--- config.mk ---
export PLATFORM = sky130hd
export DESIGN_NAME = websocket_frame_deframer
export DESIGN_NICKNAME = d
export VERILOG_FILES = /design/src/rtl/core/wsdf_pkg.sv /design/src/rtl/core/websocket_frame_deframer.sv
export SDC_FILE = /design/constraint.sdc
export NUM_CORES = 1
export LEC_CHECK = 0
export BUFFER_PORTS_ARGS = -buffer_cell sky130_fd_sc_hd__buf_2
export CORE_UTILIZATION = 40
export CTS_BUF_LIST = sky130_fd_sc_hd__clkbuf_8 sky130_fd_sc_hd__clkbuf_16
export CTS_CLUSTER_DIAMETER = 80
export DETAILED_ROUTE_END_ITERATION = 7
export GPL_TIMING_DRIVEN = 0
export HOLD_SLACK_MARGIN = 0.06
export SYNTH_ARGS = -nofsm -noshare
export SYNTH_HDL_FRONTEND = slang
export SYNTH_SLANG_ARGS = --single-unit
--- constraint.sdc ---
create_clock -name clock -period 6.05 [get_ports clock]
set_clock_uncertainty 0.05 [all_clocks]
set_input_delay 0.9075 -clock clock [delete_from_list [all_inputs] [get_ports clock]]
set_output_delay 0.9075 -clock clock [all_outputs]
set_load 0.005 [all_outputs]
--- src/rtl/core/wsdf_pkg.sv ---
// Shared types and constants for the websocket frame deframer
`timescale 1ns / 1ps
`default_nettype none

package wsdf_pkg;

   // parser phases, one-hot
   typedef enum logic [5:0] {
      PH_FIRST   = 6'b000001,
      PH_SECOND  = 6'b000010,
      PH_EXTLEN  = 6'b000100,
      PH_MASK    = 6'b001000,
      PH_PAYLOAD = 6'b010000,
      PH_HALT    = 6'b100000
   } phase_type;

   // header byte fields
   localparam int unsigned FIN_BIT      = 7;
   localparam int unsigned MASK_BIT     = 7;
   localparam int unsigned OPCODE_WIDTH = 4;
   localparam int unsigned LEN7_WIDTH   = 7;

   // seven-bit length codes
   localparam logic [LEN7_WIDTH-1:0] LEN_MAX_SHORT = 7'd125;
   localparam logic [LEN7_WIDTH-1:0] LEN_EXT16     = 7'd126;

   // header byte counts
   localparam logic [3:0] EXT16_BYTES = 4'd2;
   localparam logic [3:0] EXT64_BYTES = 4'd8;
   localparam logic [3:0] KEY_BYTES   = 4'd4;

   localparam int unsigned LENGTH_WIDTH = 64;
   localparam int unsigned KEY_WIDTH    = 32;

endpackage

`default_nettype wire

--- src/rtl/core/websocket_frame_deframer.sv ---
// Websocket client-to-server frame parser with payload unmasking
`timescale 1ns / 1ps
`default_nettype none

// Takes one received byte per transfer and parses the frame header (FIN, opcode, mask bit,
// 7-bit length with 16- or 64-bit extended length, 4-byte mask key). Each payload byte
// comes out XORed with its mask key byte, tagged with opcode and FIN, and the last byte of
// the frame carries frame_last. A zero-length frame gives one marker result without data.
// A frame without the mask bit gives one result with protocol_error set, after which every
// input byte is taken and dropped until reset. Other header bytes give no result. One byte
// is taken in every cycle without a stall: the parser state and the result register
// update in the cycle of the transfer; the input stalls only while a held result stalls.
module websocket_frame_deframer (
   input  wire logic       clock,
   input  wire logic       reset,
   input  wire logic       req_valid,
   output logic            req_stall,
   input  wire logic [7:0] req_rx_byte,
   output logic            rsp_valid,
   input  wire logic       rsp_stall,
   output logic [7:0]      rsp_payload_byte,
   output logic            rsp_payload_valid,
   output logic [3:0]      rsp_opcode,
   output logic            rsp_final_fragment,
   output logic            rsp_frame_last,
   output logic            rsp_protocol_error
);
   import wsdf_pkg::*;

   // parser state
   phase_type                 phase_ff, phase_in;
   logic                      fin_ff, fin_in;
   logic [OPCODE_WIDTH-1:0]   opcode_ff, opcode_in;
   logic [LENGTH_WIDTH-1:0]   remaining_ff, remaining_in;
   logic [3:0]                hdr_count_ff, hdr_count_in;
   logic [KEY_WIDTH-1:0]      key_ff, key_in;
   logic [1:0]                key_index_ff, key_index_in;

   // result register
   logic                      rsp_valid_ff, rsp_valid_in;
   logic [7:0]                rsp_data_ff, rsp_data_in;
   logic                      rsp_data_valid_ff, rsp_data_valid_in;
   logic [OPCODE_WIDTH-1:0]   rsp_opcode_ff, rsp_opcode_in;
   logic                      rsp_fin_ff, rsp_fin_in;
   logic                      rsp_last_ff, rsp_last_in;
   logic                      rsp_error_ff, rsp_error_in;

   logic                      accept;
   logic                      emit;
   logic [LEN7_WIDTH-1:0]     len7;
   logic [3:0]                hdr_count_dec;
   logic [7:0]                key_byte;

   // input side stalls only behind a stalled result
   assign req_stall = rsp_valid_ff & rsp_stall;
   assign accept    = req_valid & ~req_stall;

   assign len7          = req_rx_byte[LEN7_WIDTH-1:0];
   assign hdr_count_dec = hdr_count_ff - 4'd1;

   // key byte for this offset, first key byte in the top bits
   always_comb begin
      case (key_index_ff)
         2'd0:    key_byte = key_ff[31:24];
         2'd1:    key_byte = key_ff[23:16];
         2'd2:    key_byte = key_ff[15:8];
         default: key_byte = key_ff[7:0];
      endcase
   end

   // parser next state and result
   always_comb begin
      phase_in          = phase_ff;
      fin_in            = fin_ff;
      opcode_in         = opcode_ff;
      remaining_in      = remaining_ff;
      hdr_count_in      = hdr_count_ff;
      key_in            = key_ff;
      key_index_in      = key_index_ff;
      emit              = 1'b0;
      rsp_data_in       = 8'd0;
      rsp_data_valid_in = 1'b0;
      rsp_opcode_in     = opcode_ff;
      rsp_fin_in        = fin_ff;
      rsp_last_in       = 1'b0;
      rsp_error_in      = 1'b0;
      if (accept) begin
         unique case (phase_ff)
            PH_FIRST: begin
               fin_in    = req_rx_byte[FIN_BIT];
               opcode_in = req_rx_byte[OPCODE_WIDTH-1:0];
               phase_in  = PH_SECOND;
            end
            PH_SECOND: begin
               if (!req_rx_byte[MASK_BIT]) begin
                  phase_in     = PH_HALT;
                  emit         = 1'b1;
                  rsp_last_in  = 1'b1;
                  rsp_error_in = 1'b1;
               end else begin
                  key_in       = '0;
                  key_index_in = 2'd0;
                  if (len7 <= LEN_MAX_SHORT) begin
                     remaining_in = LENGTH_WIDTH'(len7);
                     hdr_count_in = KEY_BYTES;
                     phase_in     = PH_MASK;
                  end else begin
                     remaining_in = '0;
                     hdr_count_in = (len7 == LEN_EXT16) ? EXT16_BYTES : EXT64_BYTES;
                     phase_in     = PH_EXTLEN;
                  end
               end
            end
            PH_EXTLEN: begin
               remaining_in = {remaining_ff[LENGTH_WIDTH-9:0], req_rx_byte};
               hdr_count_in = hdr_count_dec;
               if (hdr_count_dec == 4'd0) begin
                  hdr_count_in = KEY_BYTES;
                  phase_in     = PH_MASK;
               end
            end
            PH_MASK: begin
               key_in       = {key_ff[KEY_WIDTH-9:0], req_rx_byte};
               hdr_count_in = hdr_count_dec;
               if (hdr_count_dec == 4'd0) begin
                  key_index_in = 2'd0;
                  if (remaining_ff == '0) begin
                     phase_in    = PH_FIRST;
                     emit        = 1'b1;
                     rsp_last_in = 1'b1;
                  end else begin
                     phase_in = PH_PAYLOAD;
                  end
               end
            end
            PH_PAYLOAD: begin
               key_index_in      = key_index_ff + 2'd1;
               remaining_in      = remaining_ff - LENGTH_WIDTH'(1);
               emit              = 1'b1;
               rsp_data_in       = req_rx_byte ^ key_byte;
               rsp_data_valid_in = 1'b1;
               rsp_last_in       = (remaining_ff == LENGTH_WIDTH'(1));
               if (remaining_ff == LENGTH_WIDTH'(1)) begin
                  phase_in = PH_FIRST;
               end
            end
            default: begin
               // halted: drop the byte
               phase_in = phase_ff;
            end
         endcase
      end
   end

   // result register holds until the transfer
   assign rsp_valid_in = emit | (rsp_valid_ff & rsp_stall);

   // control state
   always_ff @(posedge clock) begin
      if (reset) begin
         phase_ff     <= PH_FIRST;
         fin_ff       <= 1'b0;
         opcode_ff    <= '0;
         remaining_ff <= '0;
         hdr_count_ff <= '0;
         key_ff       <= '0;
         key_index_ff <= '0;
         rsp_valid_ff <= 1'b0;
      end else begin
         phase_ff     <= phase_in;
         fin_ff       <= fin_in;
         opcode_ff    <= opcode_in;
         remaining_ff <= remaining_in;
         hdr_count_ff <= hdr_count_in;
         key_ff       <= key_in;
         key_index_ff <= key_index_in;
         rsp_valid_ff <= rsp_valid_in;
      end
   end

   // result payload
   always_ff @(posedge clock) begin
      if (emit) begin
         rsp_data_ff       <= rsp_data_in;
         rsp_data_valid_ff <= rsp_data_valid_in;
         rsp_opcode_ff     <= rsp_opcode_in;
         rsp_fin_ff        <= rsp_fin_in;
         rsp_last_ff       <= rsp_last_in;
         rsp_error_ff      <= rsp_error_in;
      end
   end

   assign rsp_valid          = rsp_valid_ff;
   assign rsp_payload_byte   = rsp_data_ff;
   assign rsp_payload_valid  = rsp_data_valid_ff;
   assign rsp_opcode         = rsp_opcode_ff;
   assign rsp_final_fragment = rsp_fin_ff;
   assign rsp_frame_last     = rsp_last_ff;
   assign rsp_protocol_error = rsp_error_ff;

endmodule

`default_nettype wire
Word level (Yosys, flattened, before mapping)
Cells that the tools add are included.

Add/subtract/negate cells: 3. $lt $le $gt $ge: 1. Equality and inequality tests: 13. Muxes and demuxes: 28. Bitwise gates (word level): 5. Reductions and logical operators: 16.

Operator list (count): case mux 64 bit (3 select lines) (1); == test 64 x 1 -> 1 bit, second input constant (1); zero test 64 bit (1); two-way mux 64 bit (1); case mux 32 bit (2 select lines) (1); subtractor 64 x 1 -> 64 bit, second input constant (1); two-way mux 32 bit (1); case mux 6 bit (5 select lines) (1); two-way mux 6 bit (4); case mux 8 bit (3 select lines) (1); two-way mux 4 bit (5); case mux 4 bit (3 select lines) (1); AND reduction 3 bit (3); nonzero test 3 bit (3); inequality test 2 bit, second input constant (4); XOR 8 bit (1); == test 7 bit, second input constant (1); less-or-equal comparator 7 bit, second input constant (1); two-way mux 7 bit (1); == test 6 x 1 -> 1 bit, second input constant (1); == test 6 x 2 -> 1 bit, second input constant (1); == test 6 x 3 -> 1 bit, second input constant (1); == test 6 x 4 -> 1 bit, second input constant (1); == test 6 x 5 -> 1 bit, second input constant (1); other kinds (19) (28).

Register bits after elaboration: 130. Output and inout port bits: 18. Logic and storage cells: 80.

Depth between registers and ports, before layout
Depth in word-level cells: 6. Depth in mapped cells: 9.

Least setup slack after synthesis
No wires, ideal clock.

Path kind: register to register. Start: register remaining_ff[27]. End: register rsp_fin_ff, in the netlist rsp_final_fragment (enable). Setup time: 399 ps. Arrival time: 2936 ps. Data required time: 5601 ps. Slack: 2666 ps. Stages on the path, launching flop included: 8. Clock period less this slack: 3384 ps. Cell sequence: dfxtp_1 > or4_1 > or4_2 > buf_6 > nand4b_1 > nor2_1 > nand2_1 > a31oi_1.

Word-level cells in the longest chain between the ends: 5.

Ends and longest elaborated chain: start, declared (line websocket_frame_deframer.sv:34) `logic [LENGTH_WIDTH-1:0] remaining_ff, remaining_in;`; start signal, assigned (line websocket_frame_deframer.sv:173) `remaining_ff <= remaining_in;`; zero test 64 bit (line websocket_frame_deframer.sv:127) `if (remaining_ff == '0) begin`; two-way mux 1 bit (line websocket_frame_deframer.sv:127); two-way mux 1 bit (line websocket_frame_deframer.sv:125) `if (hdr_count_dec == 4'd0) begin`; case mux 1 bit (3 select lines) (line websocket_frame_deframer.sv:88) `unique case (phase_ff)`; two-way mux 1 bit (line websocket_frame_deframer.sv:87) `if (accept) begin`; net emit (line websocket_frame_deframer.sv:49) `logic emit;`; end signal, assigned (line websocket_frame_deframer.sv:187) `rsp_fin_ff <= rsp_fin_in;`; end, declared (line websocket_frame_deframer.sv:44) `logic rsp_fin_ff, rsp_fin_in;`.

The timed path passes the listed nets, and every way through them passes these cells. A chain may end at the register's enable or synchronous reset.

Worst setup path after layout
Start: register phase_ff[5]. End: register remaining_ff[33].

Word-level cells in the longest chain between the ends: 3.

Ends and longest elaborated chain: start, declared (line websocket_frame_deframer.sv:31) `phase_type phase_ff, phase_in;`; start signal, assigned (line websocket_frame_deframer.sv:170) `phase_ff <= phase_in;`; == test 6 x 2 -> 1 bit (tied with other cells) (line websocket_frame_deframer.sv:88); inequality test 2 bit (no source line) or nonzero test 3 bit (tied branches); AND reduction 3 bit (no source line).

Parallel ways exist; a longest one is shown, timed or not.

==> flow_summary.yaml <==
outcome:
  status: "completed"
setup_path:
  worstSetupEndpointType: "flop"
  startpoint_type: "flop"
  cp_data_required_time_ns: 6.35
  path_buf_inv: 3
  slowest_stage: "o31ai_2"
  crit_type: "reg -> reg"
  cp_cell_sequence: "clkbuf_1 -> or4_1 -> o31ai_2 -> or2_2 -> buf_2 -> buf_1 -> a21oi_1 -> a21o_1 -> a21oi_1"
  arrival_ns: 3.86
  crit_fanout: 10
  max_stage_delay_ns: 0.71
  crit_family: "compound AO/OA/AOI/OAI gates"
  path_common_cell: "a21oi_1"
synthesis:
  synth_area_leaders: "dfxtp_1 (32%), edfxtp_1 (6.7%), nor2_1 (6.5%), nand2_1 (5.3%), o21ai_0 (4.9%)"
  yosys_warnings: 0
  synth-main-ff-cell: "dfxtp_1"
  ys_ff_latch: 130
  ys_async_sr_fraction_pct: 0
  syn_inst: 912
  synth_cell_types: 74
  syn_nets: 932
  ys_seq_area_share_pct: 38.4
  synth_area_per_cell_sq_um: 7.90
  yosysTopAreaCell: "dfxtp_1"
  synthesis.area_sq_um: 7200
  synth-edff-count: 16
  yosys.area.top_type_share_pct: 31.7
finish:
  num_antenna_cells: 0
  drive_above_1_share_pct: 9.46
  layout_common_cells: "nor2_1 (125), dfxtp_1 (114), nand2_1 (101)"
  layout_commonest_cell: "nor2_1"
  fillerInstances: 1700
  register_area_sq_um: 2760
  area_growth_pct: 14.2
  layoutNonFillerInstCount: 1198
  nNetsFinal: 980
  multi_input_area_sq_um: 4100
timing:
  worst_pin_slew_ns: 0.872
  hold_viol: 0
  max_slew_margin_pct: 41.3
  max_freq_mhz: 281
  rsz0062_at_grt: "no"
  setup_violations: 0
  period_needed_ns: 3.56
  tns_ns: 0
  drv_slew: 0
  timing.final.crit_share_pct: 58.9
  fin_ws_ns: 2.49
power:
  ir_worst_vdd_uv: 202
  powerDensity_nw_per_um2: 269
  total_leakage_power_uw: 0.00298
global_route:
  grt_util_all_layers_pct: 28.8
  grt_pass1_vias: 6968
  grt_overflow: 0
  grt_antenna_before_repair: 0
  grt_max_degree: 17
  grt_pass1_wl_microns: 40300
floorplan:
  rows: 48
  die-area_sq_um: 18500
  io-pin-count: 30
  die_height_microns: 136
  core_area_sq_um: 17400
  die_w_microns: 136
  initial_core_util_pct: 41.3
clock_network:
  post_cts_resized: 0
  cts_tree: "done"
  clockBufferDepth: 2
  clk_pin_slew_worst_paths_ns: 0.06
  cts_sinks: 130
  cts_buffers: 17
  hold_buffers: 0
  cts_max_level: 4
  root_buffer: "clkbuf_16"
  clk_latency_ns: 0.43
  post_cts_buffers: 0
routing:
  num_vias: 7678
  drt_pass1_iterations: 6
  drc_errors: 0
  wire_per_inst_microns: 21.8
  drtIter0Drc: 1033
  ant_nets: 0
  vias_per_cell: 6.41
  drt-total-wl_microns: 26100
placement:
  hpwl_microns: 18400
  dp_cells: 1166
  place.gp.congestion: 0.970
  dp_slack_ns: 2.27
  numPortBuffers: 28
hold_path:
  hold_class: "reg -> reg"
run:
  max_cap_viol_count: 0
==> worst register-to-register path, stage by stage (launching register included) <==
cell and delay (ns):
dfxtp_1 0.29, clkbuf_1 0.20, or4_1 0.61, o31ai_2 0.71, or2_2 0.29, buf_2 0.26, buf_1 0.63, a21oi_1 0.08
a21o_1 0.22, a21oi_1 0.14
==> synthesized netlist by cell type (all sizes together) (3+ instances only) <==
cell type	instances
nor2	125
dfxtp	114
nand2	101
o21ai	74
clkbuf	56
a21oi	52
a22oi	38
nand3	34
nor4	26
nor3	25
or4	22
inv	19
a32o	17
a31oi	16
edfxtp	16
and3	11
buf	11
nand4	11
mux2i	10
a21o	8
a222oi	8
ha	8
o31ai	8
xnor2	8
o22ai	6
o32ai	6
or3	6
a211oi	5
a221oi	5
a22o	5
or2	5
xor2	5
nor2b	4
o211ai	4
o21a	4
a21boi	3
a31o	3
a32oi	3
and2	3
nand2b	3
nor4b	3
o311ai	3
==> registers in the layout (all words and copies together), names as in the netlist <==
name,cells
fin_ff,1
hdr_count_ff,4
key_ff,32
key_index_ff,2
opcode_ff,4
phase_ff,6
remaining_ff,64
rsp_final_fragment,1
rsp_frame_last,1
rsp_opcode,4
rsp_payload_byte,8
rsp_payload_valid,1
rsp_protocol_error,1
rsp_valid,1
==> report_power, final <==
part           total [uW]  internal, uW  switching [uW]
Clock                1020           593             425
Sequential            890           883            7.72
Combinational         305          90.6             214
==> final timing paths <==
| check | startpoint | to | slack (ns) | cells past startpoint |
|---|---|---|---|---|
| worst min-delay path | fin_ff$_SDFFE_PP0P_ | rsp_final_fragment$_DFFE_PP_ | 0.39 | 0 |
| worst max-delay path | phase_ff[5]$_SDFFE_PP0P_ | remaining_ff[33]$_SDFFE_PP0P_ | 2.49 | 9 |
| worst min register to register | fin_ff$_SDFFE_PP0P_ | rsp_final_fragment$_DFFE_PP_ | 0.39 | 0 |
| worst max register to register | phase_ff[5]$_SDFFE_PP0P_ | remaining_ff[33]$_SDFFE_PP0P_ | 2.49 | 9 |
==> cells by family after synthesis <==
| group | Yosys count | synth area share (%) |
|---|---|---|
| flops | 130 | 38.4 |
| fa+ha+maj | 8 | 1.39 |
| compound gates | 276 | 25.6 |
| xor+xnor | 13 | 1.58 |
| simple gates | 387 | 26.6 |
| buf+inv | 86 | 4.74 |
| mux | 12 | 1.70 |
==> routing by layer <==
layer | global-route usage (%) | vias to the layer above | part of all wire, %
met4 | 12.6 | 0 | 3.7
met2 | 43.2 | 432 | 44
met3 | 5.82 | 79 | 8.5
met1 | 39.5 | 3659 | 44
li1 | - | 3508 | -
met5 | 0 | - | 0
==> layout make-up <==
| type | count | share of cell area [%] |
|---|---|---|
| clock inverters | 14 | 1.60 |
| well taps | 225 | 3.42 |
| clock buffers | 18 | 5.48 |
| repair buffers | 29 | 1.89 |
| flip-flops and latches | 130 | 33.6 |
| multi-input cells | 696 | 49.9 |
| inverters | 19 | 0.867 |
| plain buffers | 67 | 3.29 |
==> metrics by stage <==
step / power, uW / util [%] / hold slack (ns) / cell area (sq um)
3_3_place_gp: 1200 / 43.8 / 0.364 / 7620
5_1_grt: 2280 / 47.2 / 0.405 / 8230
3_5_place_dp: 1200 / 43.9 / 0.370 / 7640
4_1_cts: 2210 / 47.2 / 0.384 / 8230
6_report: 2210 / 47.2 / 0.385 / 8230
2_1_floorplan: 1110 / - / 0.358 / 7200
Note: power is estimated with default switching activity, not from simulation.
